==> config.mk <==
export PLATFORM = sky130hd
export DESIGN_NAME = saturating_pcm_mixer
export DESIGN_NICKNAME = d
export VERILOG_FILES = /design/src/design/pcmmix_pkg.sv /design/src/design/pcmmix_cell.sv /design/src/design/pcmmix_clamp.sv /design/src/design/saturating_pcm_mixer.sv
export SDC_FILE = /design/constraint.sdc
export NUM_CORES = 2
export LEC_CHECK = 0
export BUFFER_PORTS_ARGS = -buffer_cell sky130_fd_sc_hd__buf_4
export CAP_MARGIN = 30
export CORE_AREA = 5 5 410 412
export DETAILED_ROUTE_END_ITERATION = 12
export DIE_AREA = 0 0 415 417
export PLACE_DENSITY = 0.51
export SLEW_MARGIN = 30
export SYNTH_ARGS = -nofsm -noshare
export SYNTH_HDL_FRONTEND = slang
export SYNTH_SLANG_ARGS = --single-unit
==> constraint.sdc <==
create_clock -name clk -period 6.6 [get_ports clk]
set_input_delay 1.32 -clock clk [delete_from_list [all_inputs] [get_ports clk]]
set_output_delay 1.32 -clock clk [all_outputs]
set_load 0.02 [all_outputs]
==> src/design/pcmmix_pkg.sv <==
// pcmmix_pkg: types, constants and sample format helpers for the PCM mixer.
// Used by pcmmix_cell, pcmmix_clamp and saturating_pcm_mixer. No dependencies.
package pcmmix_pkg;

  localparam int MAX_TRACKS       = 8;
  localparam int MAX_SAMPLE_BYTES = 4;
  localparam int SAMPLE_W         = 8 * MAX_SAMPLE_BYTES;
  localparam int SUM_W            = SAMPLE_W + 4;
  localparam int TC_W             = 4;
  localparam int NB_W             = 3;
  localparam int CFG_IDX_W        = 2;
  localparam int CFG_DATA_W       = 4;

  localparam logic [CFG_IDX_W-1:0] CFG_TRACK_COUNT  = 2'd0;
  localparam logic [CFG_IDX_W-1:0] CFG_IS_SIGNED    = 2'd1;
  localparam logic [CFG_IDX_W-1:0] CFG_SAMPLE_BYTES = 2'd2;
  localparam logic [CFG_IDX_W-1:0] CFG_BIG_ENDIAN   = 2'd3;

  localparam logic [NB_W-1:0] NB_1 = 3'd1;
  localparam logic [NB_W-1:0] NB_2 = 3'd2;
  localparam logic [NB_W-1:0] NB_3 = 3'd3;
  localparam logic [NB_W-1:0] NB_4 = 3'd4;

  typedef logic [MAX_TRACKS-1:0][SAMPLE_W-1:0] lanes_t;
  typedef logic signed [SUM_W-1:0] sum_t;

  typedef struct packed {
    logic [NB_W-1:0] nb;
    logic            twos_comp;
    logic            big_endian;
  } fmt_t;

  typedef struct packed {
    logic            valid;
    logic [TC_W-1:0] remaining;
    lanes_t          lanes;
    sum_t            sum;
  } beat_t;

  // keep the low nb bytes, reversed when big-endian; upper bytes zero
  function automatic logic [SAMPLE_W-1:0] order_bytes(input logic [SAMPLE_W-1:0] v,
                                                      input fmt_t f);
    logic [SAMPLE_W-1:0] r;
    case (f.nb)
      NB_1: r = {24'b0, v[7:0]};
      NB_2: r = f.big_endian ? {16'b0, v[7:0], v[15:8]} : {16'b0, v[15:0]};
      NB_3: r = f.big_endian ? {8'b0, v[7:0], v[15:8], v[23:16]} : {8'b0, v[23:0]};
      default: r = f.big_endian ? {v[7:0], v[15:8], v[23:16], v[31:24]} : v;
    endcase
    return r;
  endfunction

  function automatic sum_t decode(input logic [SAMPLE_W-1:0] raw, input fmt_t f);
    logic [SAMPLE_W-1:0] r;
    sum_t                s;
    r = order_bytes(raw, f);
    case (f.nb)
      NB_1: s = {{28{f.twos_comp & r[7]}}, r[7:0]};
      NB_2: s = {{20{f.twos_comp & r[15]}}, r[15:0]};
      NB_3: s = {{12{f.twos_comp & r[23]}}, r[23:0]};
      default: s = {{4{f.twos_comp & r[31]}}, r[31:0]};
    endcase
    return s;
  endfunction

  function automatic sum_t fmt_hi(input fmt_t f);
    sum_t h;
    case (f.nb)
      NB_1: h = f.twos_comp ? sum_t'(36'sh7F) : sum_t'(36'shFF);
      NB_2: h = f.twos_comp ? sum_t'(36'sh7FFF) : sum_t'(36'shFFFF);
      NB_3: h = f.twos_comp ? sum_t'(36'sh7FFFFF) : sum_t'(36'shFFFFFF);
      default: h = f.twos_comp ? sum_t'(36'sh7FFFFFFF) : sum_t'(36'shFFFFFFFF);
    endcase
    return h;
  endfunction

  function automatic sum_t fmt_lo(input fmt_t f);
    sum_t l;
    case (f.nb)
      NB_1: l = f.twos_comp ? -sum_t'(36'sh80) : '0;
      NB_2: l = f.twos_comp ? -sum_t'(36'sh8000) : '0;
      NB_3: l = f.twos_comp ? -sum_t'(36'sh800000) : '0;
      default: l = f.twos_comp ? -sum_t'(36'sh80000000) : '0;
    endcase
    return l;
  endfunction

endpackage

==> src/design/pcmmix_cell.sv <==
// pcmmix_cell: one accumulate cell of the mixer chain.
// Decodes lane 0 and, while tracks remain, adds it to the running sum; shifts the lanes down.
// Depends on pcmmix_pkg.
module pcmmix_cell (
  input  logic               clk,
  input  logic               rst,
  input  pcmmix_pkg::fmt_t  fmt,
  input  pcmmix_pkg::beat_t din,
  output pcmmix_pkg::beat_t dout
);

  logic                          use_lane;
  pcmmix_pkg::sum_t              sum_next;
  logic [pcmmix_pkg::TC_W-1:0]   remaining_next;
  pcmmix_pkg::lanes_t            lanes_next;

  assign use_lane       = (din.remaining != '0);
  assign sum_next       = use_lane ? din.sum + pcmmix_pkg::decode(din.lanes[0], fmt)
                                   : din.sum;
  assign remaining_next = use_lane ? din.remaining - 1'b1 : '0;
  assign lanes_next     = din.lanes >> pcmmix_pkg::SAMPLE_W;

  always_ff @(posedge clk) begin
    if (rst) begin
      dout.valid <= 1'b0;
    end else begin
      dout.valid <= din.valid;
    end
    dout.remaining <= remaining_next;
    dout.lanes     <= lanes_next;
    dout.sum       <= sum_next;
  end

endmodule

==> src/design/pcmmix_clamp.sv <==
// pcmmix_clamp: saturates the final sum to the sample range and re-encodes it.
// Output register with strobe. Depends on pcmmix_pkg.
module pcmmix_clamp (
  input  logic                              clk,
  input  logic                              rst,
  input  pcmmix_pkg::fmt_t                 fmt,
  input  pcmmix_pkg::beat_t                din,
  output logic                              done,
  output logic [pcmmix_pkg::SAMPLE_W-1:0]   mixed_sample
);

  pcmmix_pkg::sum_t                  hi;
  pcmmix_pkg::sum_t                  lo;
  pcmmix_pkg::sum_t                  sat;
  logic [pcmmix_pkg::SAMPLE_W-1:0]   sample_next;

  assign hi = pcmmix_pkg::fmt_hi(fmt);
  assign lo = pcmmix_pkg::fmt_lo(fmt);

  always_comb begin
    if (din.sum < lo) begin
      sat = lo;
    end else if (din.sum > hi) begin
      sat = hi;
    end else begin
      sat = din.sum;
    end
    sample_next = pcmmix_pkg::order_bytes(sat[pcmmix_pkg::SAMPLE_W-1:0], fmt);
  end

  always_ff @(posedge clk) begin
    if (rst) begin
      done <= 1'b0;
    end else begin
      done <= din.valid;
    end
  end

  always_ff @(posedge clk) begin
    mixed_sample <= sample_next;
  end

endmodule

==> src/design/saturating_pcm_mixer.sv <==
// saturating_pcm_mixer: top level; config registers, chain of 8 accumulate cells, clamp.
// A taken start reaches done through the cell registers (one cell per track), then the clamp register.
// Throughput: one frame per cycle; busy stays low and cfg_ready stays high.
// Reset clears all in-flight frames and restores the default format (2 tracks,
// signed, 2 bytes, little-endian). The receiver cannot stall. Depends on pcmmix_pkg,
// pcmmix_cell and pcmmix_clamp.
module saturating_pcm_mixer (
  input  logic                                clk,
  input  logic                                rst,
  input  logic                                start,
  output logic                                busy,
  input  logic [pcmmix_pkg::SAMPLE_W-1:0]     track0_sample,
  input  logic [pcmmix_pkg::SAMPLE_W-1:0]     track1_sample,
  input  logic [pcmmix_pkg::SAMPLE_W-1:0]     track2_sample,
  input  logic [pcmmix_pkg::SAMPLE_W-1:0]     track3_sample,
  input  logic [pcmmix_pkg::SAMPLE_W-1:0]     track4_sample,
  input  logic [pcmmix_pkg::SAMPLE_W-1:0]     track5_sample,
  input  logic [pcmmix_pkg::SAMPLE_W-1:0]     track6_sample,
  input  logic [pcmmix_pkg::SAMPLE_W-1:0]     track7_sample,
  output logic                                done,
  output logic [pcmmix_pkg::SAMPLE_W-1:0]     mixed_sample,
  input  logic                                cfg_valid,
  output logic                                cfg_ready,
  input  logic [pcmmix_pkg::CFG_IDX_W-1:0]    cfg_index,
  input  logic [pcmmix_pkg::CFG_DATA_W-1:0]   cfg_data
);

  logic [pcmmix_pkg::TC_W-1:0]  track_count;
  logic                         is_signed_fmt;
  logic [pcmmix_pkg::NB_W-1:0]  sample_bytes;
  logic                         big_endian_fmt;

  pcmmix_pkg::fmt_t             fmt;
  logic [pcmmix_pkg::TC_W-1:0]  tracks;
  pcmmix_pkg::beat_t            chain [0:pcmmix_pkg::MAX_TRACKS];

  assign busy      = 1'b0;
  assign cfg_ready = 1'b1;

  always_ff @(posedge clk) begin
    if (rst) begin
      track_count    <= 4'd2;
      is_signed_fmt  <= 1'b1;
      sample_bytes   <= 3'd2;
      big_endian_fmt <= 1'b0;
    end else if (cfg_valid && cfg_ready) begin
      case (cfg_index)
        pcmmix_pkg::CFG_TRACK_COUNT:  track_count    <= cfg_data;
        pcmmix_pkg::CFG_IS_SIGNED:    is_signed_fmt  <= cfg_data[0];
        pcmmix_pkg::CFG_SAMPLE_BYTES: sample_bytes   <= cfg_data[pcmmix_pkg::NB_W-1:0];
        pcmmix_pkg::CFG_BIG_ENDIAN:   big_endian_fmt <= cfg_data[0];
        default: ;
      endcase
    end
  end

  always_comb begin
    if (sample_bytes == '0) begin
      fmt.nb = pcmmix_pkg::NB_1;
    end else if (sample_bytes > pcmmix_pkg::NB_4) begin
      fmt.nb = pcmmix_pkg::NB_4;
    end else begin
      fmt.nb = sample_bytes;
    end
    fmt.twos_comp  = is_signed_fmt;
    fmt.big_endian = big_endian_fmt;
    if (track_count > pcmmix_pkg::TC_W'(pcmmix_pkg::MAX_TRACKS)) begin
      tracks = pcmmix_pkg::TC_W'(pcmmix_pkg::MAX_TRACKS);
    end else begin
      tracks = track_count;
    end
  end

  assign chain[0].valid     = start && !busy;
  assign chain[0].remaining = tracks;
  assign chain[0].lanes     = {track7_sample, track6_sample, track5_sample, track4_sample,
                               track3_sample, track2_sample, track1_sample, track0_sample};
  assign chain[0].sum       = '0;

  for (genvar k = 0; k < pcmmix_pkg::MAX_TRACKS; k++) begin : g_cell
    pcmmix_cell u_cell (
      .clk  (clk),
      .rst  (rst),
      .fmt  (fmt),
      .din  (chain[k]),
      .dout (chain[k+1])
    );
  end

  pcmmix_clamp u_clamp (
    .clk          (clk),
    .rst          (rst),
    .fmt          (fmt),
    .din          (chain[pcmmix_pkg::MAX_TRACKS]),
    .done         (done),
    .mixed_sample (mixed_sample)
  );

  a_latency: assert property (@(posedge clk) disable iff (rst)
    (start && !busy) |-> ##9 done)
    else $error("frame did not complete after 9 cycles");

  a_no_spurious: assert property (@(posedge clk) disable iff (rst)
    done |-> $past(start, 9))
    else $error("result without a matching start");

  a_byte_zero: assert property (@(posedge clk) disable iff (rst)
    (done && fmt.nb == pcmmix_pkg::NB_1) |-> mixed_sample[31:8] == '0)
    else $error("unused output bytes not zero");

endmodule
# Word level (Yosys, flattened, before mapping)
# Cells that the tools add are included.
[word_totals] reg_bits=1262 word_cells=193
[op_classes] n_addsub=14 n_lt_le_gt_ge=4 eq_ne=6 muxes=66 n_bitwise=32 n_reduce_logical=14
[op_table] operator="36-bit case mux with 3 select lines" count=9
[op_table] operator="32-bit case mux with 3 select lines" count=10
[op_table] operator="36-bit 2-to-1 mux" count=11
[op_table] operator="32-bit 2-to-1 mux" count=12
[op_table] operator="36-bit adder" count=7
[op_table] operator="24-bit 2-to-1 mux" count=10
[op_table] operator="16-bit 2-to-1 mux" count=10
[op_table] operator="36-bit by 33-bit > comparator with 1-bit output" count=1
[op_table] operator="36-bit less-than comparator" count=1
[op_table] operator="1-bit bitwise AND" count=32
[op_table] operator="4-bit nonzero test" count=8
[op_table] operator="4-bit by 1-bit subtractor with 4-bit output (second input constant)" count=7
[op_table] operator="8-bit 2-to-1 mux" count=1
[op_table] operator="2-bit AND reduction" count=4
[op_table] operator="3-bit by 2-bit == test with 1-bit output (second input constant)" count=2
[op_table] operator="3-bit 2-to-1 mux" count=2
[op_table] operator="2-bit == test (second input constant)" count=2
[op_table] operator="4-bit > comparator (second input constant)" count=1
[op_table] operator="4-bit 2-to-1 mux" count=1
[op_table] operator="3-bit by 1-bit == test with 1-bit output (second input constant)" count=1
[op_table] operator="3-bit > comparator (second input constant)" count=1
[op_table] operator="3-bit zero test" count=1
[op_table] operator="2-bit by 1-bit == test with 1-bit output (second input constant)" count=1
[op_table] operator="2-bit zero test" count=1

# Depth between registers and ports, before layout
[logic_depth] depth_word=10 depth_mapped=22 ltp_nobuf=20

# Modules after synthesis
# Synthesis repeated with hierarchy kept, for this count alone.
[hier_totals] hier_cells=6925 hier_area_um2=74888.1
[modules_own_cells] module="pcmmix_cell (g_cell[5].u_cell ...)" instances=3 cells_per_inst=802 area_per_inst_um2=8874.8 seq_area_each_um2=5305.1
[modules_own_cells] module="pcmmix_cell (g_cell[2].u_cell ...)" instances=2 cells_per_inst=797 area_per_inst_um2=8795.9 seq_area_each_um2=5305.1
[modules_own_cells] module="pcmmix_cell (g_cell[0].u_cell)" instances=1 cells_per_inst=832 area_per_inst_um2=9022.4 seq_area_each_um2=5305.1
[modules_own_cells] module="pcmmix_cell (g_cell[4].u_cell)" instances=1 cells_per_inst=822 area_per_inst_um2=8939.8 seq_area_each_um2=5305.1
[modules_own_cells] module="pcmmix_cell (g_cell[1].u_cell)" instances=1 cells_per_inst=808 area_per_inst_um2=8839.7 seq_area_each_um2=5305.1
[modules_own_cells] module="pcmmix_clamp" instances=1 cells_per_inst=414 area_per_inst_um2=3417.0 seq_area_each_um2=660.6
[modules_own_cells] module="saturating_pcm_mixer" instances=1 cells_per_inst=49 area_per_inst_um2=452.9 seq_area_each_um2=180.2

# Least setup slack after synthesis
# OpenSTA, ideal clock, no wires.
[synth_path] kind="flip-flop to flip-flop" startpoint="register big_endian_fmt" endpoint="register g_cell[1].u_cell.dout[32] (netlist bit)" setup_time_ps=129 t_arrival_ps=4493 required_ps=6471 setup_slack_ps=1978 path_stages_with_launch=20 path_buffers=6 synth_period_minus_slack_ps=4622 cell_sequence="dfxtp_1 buf_2 clkinv_1 clkbuf_1 clkbuf_1 buf_1 clkbuf_1 buf_1 o211ai_1 ha_1 a21o_1 a211o_1 a2111oi_2 a21oi_1 a21boi_2 o21ai_1 a2111oi_2 o31ai_1 xnor2_1 o21ai_0"
[synth_via] elab_chain_len=6 word_cells_on_any_way=11
[synth_rtl] element="from (decl)" line="saturating_pcm_mixer.sv:31" rtl="logic big_endian_fmt;"
[synth_rtl] element="from (signal assigned)" line="saturating_pcm_mixer.sv:51" rtl="pcmmix_pkg::CFG_BIG_ENDIAN: big_endian_fmt <= cfg_data[0];"
[synth_rtl] element="32-bit 2-to-1 mux, or another cell as far along" line="pcmmix_pkg.sv:48" rtl="default: r = f.big_endian ? {v[7:0], v[15:8], v[23:16], v[31:24]} : v;"
[synth_rtl] element="32-bit case mux with 3 select lines *" line="pcmmix_pkg.sv:44" rtl="case (f.nb)"
[synth_rtl] element="1-bit bitwise AND (on tied branches)"
[synth_rtl] element="36-bit case mux with 3 select lines *" line="pcmmix_pkg.sv:57" rtl="case (f.nb)"
[synth_rtl] element="36-bit adder *" line="pcmmix_cell.sv:18" rtl="assign sum_next = use_lane ? din.sum + pcmmix_pkg::decode(din.lanes[0], fmt)"
[synth_rtl] element="36-bit 2-to-1 mux *" line="pcmmix_cell.sv:18"
[synth_rtl] element="net g_cell[1].u_cell.sum_next[32]" line="pcmmix_cell.sv:13" rtl="pcmmix_pkg::sum_t sum_next;"
[synth_rtl] element="to (decl)" line="pcmmix_cell.sv:9" rtl="output pcmmix_pkg::beat_t dout"
# The timed path passes the listed nets; every way through them passes the cells marked *.
# A chain may end at the register's enable or synchronous reset.

# Worst setup path in the final report
[layout_path] startpoint="register sample_bytes[0] (netlist bit)" endpoint="register g_cell[6].u_cell.dout[30] (netlist bit)"
[layout_via] elab_chain_len=9 word_cells_on_any_way=14
[layout_rtl] element="from (decl)" line="saturating_pcm_mixer.sv:30" rtl="logic [pcmmix_pkg::NB_W-1:0] sample_bytes;"
[layout_rtl] element="from (signal assigned)" line="saturating_pcm_mixer.sv:50" rtl="pcmmix_pkg::CFG_SAMPLE_BYTES: sample_bytes <= cfg_data[pcmmix_pkg::NB_W-1:0];"
[layout_rtl] element="3-bit > comparator" line="saturating_pcm_mixer.sv:60" rtl="end else if (sample_bytes > pcmmix_pkg::NB_4) begin"
[layout_rtl] element="3-bit 2-to-1 mux" line="saturating_pcm_mixer.sv:60"
[layout_rtl] element="3-bit 2-to-1 mux *" line="saturating_pcm_mixer.sv:58" rtl="if (sample_bytes == '0) begin"
[layout_rtl] element="3-bit by 2-bit == test with 1-bit output / 3-bit by 1-bit == test with 1-bit output (equally long branches)" line="pcmmix_pkg.sv:44, pcmmix_pkg.sv:57"
[layout_rtl] element="32-bit case mux with 3 select lines" line="pcmmix_pkg.sv:44"
[layout_rtl] element="1-bit bitwise AND (on tied branches)" line="pcmmix_pkg.sv:58, pcmmix_pkg.sv:59, pcmmix_pkg.sv:60"
[layout_rtl] element="36-bit case mux with 3 select lines *" line="pcmmix_pkg.sv:57"
[layout_rtl] element="36-bit adder *" line="pcmmix_cell.sv:18"
[layout_rtl] element="36-bit 2-to-1 mux *" line="pcmmix_cell.sv:18"
[layout_rtl] element="net g_cell[6].u_cell.sum_next[30]" line="pcmmix_cell.sv:13"
[layout_rtl] element="to (decl)" line="pcmmix_cell.sv:9"
# Marks and branches as above.

==> impl_metrics.yaml <==
run_status:
  status: "finished clean"
power:
  cellLeakagePower_uw: 0.0252
  power_density_nw_per_um2: 493
  sw_frac_of_total: 0.370
  total_power_uw: 28900
  cell_internal_pwr_uw: 18200
  pwr-share-clk: 0.282
  p_seq_frac: 0.353
  power.switching_uw: 10700
  p_comb_frac: 0.365
  peakVddDrop_uv: 317
route:
  wl_per_cell_um: 20.4
  drtIter0Drc: 2830
  firstDrtPassIters: 5
  antenna_left: 0
  vias: 37900
  via_per_inst: 4.93
  drc: 0
  wl_um: 157000
place:
  gp_congestion: 0.898
  dpl-instance-area_um2: 53600
  hpwl_um: 120000
  port_buffers: 298
clocking:
  cts_max_level: 4
  clk_latency_ns: 0.79
  cts_root_buf: "clkbuf_16"
  cts-hold-fix-buffers: 0
  cts.sinks: 1259
  numCtsBuffers: 139
  ctsResizeCount: 0
  cts_tree: "built"
  path_clk_slew_ns: 0.06
  cts_setup_buffers: 0
  cts_buffer_depth: 3
floorplanning:
  fp.dieH_um: 417
  std_cell_rows: 149
  dieWidth_um: 415
  fp.coreArea_um2: 164000
  initial_core_util: 0.297
  io_pins: 301
  die-area_um2: 173000
synth:
  synth-xor-area-share: 0.0359
  yosysSeqAreaShare: 0.517
  netlist_top_cells_area: "dfxtp_1, ha_1, a21oi_1"
  synth_async_sr_flop_share: 0
  synth_top_family_by_area: "compound AO/OA/AOI/OAI gates"
  yosysWarnings: 0
  avgSynthCellArea_um2: 9.62
  synth_area_um2: 48800
  ys.flop_type: "dfxtp_1"
  yosysMostFrequentCell: "dfxtp_1"
  syn-instance-count: 5066
  synth-adder-area-share: 0.0791
  synth_mux_area_frac: 0.0178
  synth_edf_count: 0
  synthSimpleGateAreaFrac: 0.120
  synth_top_area_frac: 0.517
  ys_ff_latch: 1259
  synth_cell_types: 87
  syn_nets: 5636
  synth_compound_area_frac: 0.203
  yosysTopAreaCell: "dfxtp_1"
  netlist_top_cells_count: "dfxtp_1, nand2_1, a21oi_1, o21ai_0, nor2_1"
sta:
  min_period_ns: 5.65
  fin_crit_sh: 0.856
  skew_ns: 0.0493
  maxSlewViolCount: 0
  rsz0062_at_grt: "false"
  timing.hold.ws_ns: 0.290
  max-slew-margin-rel: 0.354
  finalSetupViolations: 0
  fin_tns_setup_ns: 0
  fmax_mhz: 177
  hold_viol_final: 0
  tightest_slew_ns: 0.965
worst_setup_path:
  path_class: "reg2reg"
  path_buf_inv: 3
  slowest_delay_ns: 0.68
  r2r_setup_slack_ns: 0.95
  path_common_cell: "nor2_1"
  path_delay_family: "compound AO/OA/AOI/OAI gates"
  critPathLaunchType: "register"
  critPathSlowestCell: "dfxtp_4"
  endpoint_kind: "register"
  cp_cell_sequence: "inv_1 -> nand2_1 -> mux2_2 -> a21oi_1 -> o21bai_1 -> buf_4 -> nor2_1 -> a221oi_1 -> ha_1 -> nand4_1 -> nor2_1 -> and3_1 -> o21ai_0 -> a21oi_1 -> o21bai_1 -> a2111oi_0 -> buf_4 -> mux2i_1 -> nor2_1"
  cp_max_fo: 29
  arrival_ns: 6.33
  worstPathRequired_ns: 7.29
global_routing:
  grt_usage: 0.176
  grt_first_pass_wirelength_um: 232000
  grt_overflow_total: 0
  grt_max_degree: 100
  antenna_found_initial: 10
  grt_pass1_vias: 36800
finish:
  postLayoutCellArea_um2: 58600
  layout-drive-gt1-share: 0.129
  utilization: 0.357
  nFillCells: 16600
  nets: 5947
  syn_to_final_growth_pct: 20.2
job:
  maxCapViolations: 0
min_path:
  holdCritPathClass: "reg2reg"
logic make-up (layout without fill, tap and decap cells):
group,Yosys count,after routing
flops,1259,1259
simple gates,1309,1309
buf+inv,340,764
xor+xnor,200,200
other cells,2,5
mux,82,82
compound gates,1570,1570
fa+ha+maj,304,304
power by group through the flow:
stage / Combinational (µW) / Sequential [µW] / Clock (µW)
final: 10500 / 10200 / 8130
after global routing: 11700 / 10300 / 8720
after CTS: 10500 / 10200 / 8400
after detailed placement: 10400 / 10300 / 0
after global placement: 10400 / 10400 / 0
after floorplan: 7610 / 9700 / 0
state kept, by name (all words and copies together), names as in the netlist:
name,count
is_signed_fmt,1
g_cell.u_cell.dout,1217
u_clamp.done,1
u_clamp.mixed_sample,32
track_count,4
big_endian_fmt,1
sample_bytes,3
stage by stage:
stage / worst slack [ns] / instances
after detailed placement: 0.967 / 7425
after CTS: 0.928 / 7679
after global placement: 0.931 / 7424
after floorplan: 1.98 / 5066
after global routing: 0.574 / 7680
final: 0.952 / 7682
worst register-to-register path, cell delays in order (launching register included):
cell and delay, ns:
dfxtp_4 0.68, inv_1 0.29, nand2_1 0.28, mux2_2 0.36, a21oi_1 0.23, o21bai_1 0.11, buf_4 0.16, nor2_1 0.56
a221oi_1 0.31, ha_1 0.47, nand4_1 0.15, nor2_1 0.18, and3_1 0.20, o21ai_0 0.09, a21oi_1 0.37, o21bai_1 0.18
a2111oi_0 0.46, buf_4 0.19, mux2i_1 0.19, nor2_1 0.06
final timing paths:
kind | start | end | depth (start not counted)
min | g_cell[3].u_cell.dout[115]$_DFF_P_ | g_cell[4].u_cell.dout[83]$_DFF_P_ | 0
max reg2reg | sample_bytes[0]$_SDFFE_PP0P_ | g_cell[6].u_cell.dout[30]$_DFF_P_ | 19
min reg2reg | g_cell[3].u_cell.dout[115]$_DFF_P_ | g_cell[4].u_cell.dout[83]$_DFF_P_ | 0
max | sample_bytes[0]$_SDFFE_PP0P_ | g_cell[6].u_cell.dout[30]$_DFF_P_ | 19
layer usage:
layer	share of wire	global-route usage	up-vias
met1	0.48	0.246	17800
met3	0.055	0.0313	224
met5	0.00035	0	-
met2	0.44	0.272	1211
li1	-	-	18600
met4	0.032	0.0615	8
final cells by class:
type                            instances  area [µm²]  share of cell area
Antenna cell                            3        7.51            0.000128
Clock buffer                          183        3930              0.0670
Clock inverter                         71        1010              0.0172
Inverter                              130         489             0.00835
Multi-Input combinational cell       3467       22300               0.380
Sequential cell                      1259       25200               0.430
Tap cell                             2189        2740              0.0468
Timing Repair Buffer                  380        2910              0.0497
layout by cell type, fill, tap and decap left out, types with 15 or more instances in the layout:
cell type  netlist  final
o21bai_1        50     50
o21a_1          40     40
o22ai_1         29     29
buf_4            6    376
ha_1           297    297
a31oi_1         31     31
a21o_1         144    144
o21ai_0        427    426
nand2b_1        86     85
nor2b_1         36     36
and3_1          42     41
nand3_1         61     61
xor2_1          98     98
inv_1          128    128
xnor2_1        102    102
nor3_1          45     45
clkinv_2         0     22
nand2_1        536    534
mux2_2          36     36
a221o_1         35     35
a22oi_1         29     29
nor2_1         377    376
o31ai_1         27     27
mux2i_1         46     46
o221ai_1        15     15
a221oi_1        55     55
nand4_1         23     23
dfxtp_1       1259   1255
clkbuf_16        0    141
clkbuf_1       153     18
a22o_1          16     16
o211ai_1        35     35
or3_1           22     22
bufinv_16        0     15
clkbuf_8         0     24
a21oi_1        447    446
and2_1          27     25
a211oi_1       105    105
No activity file was read; power rests on OpenSTA's default activity.
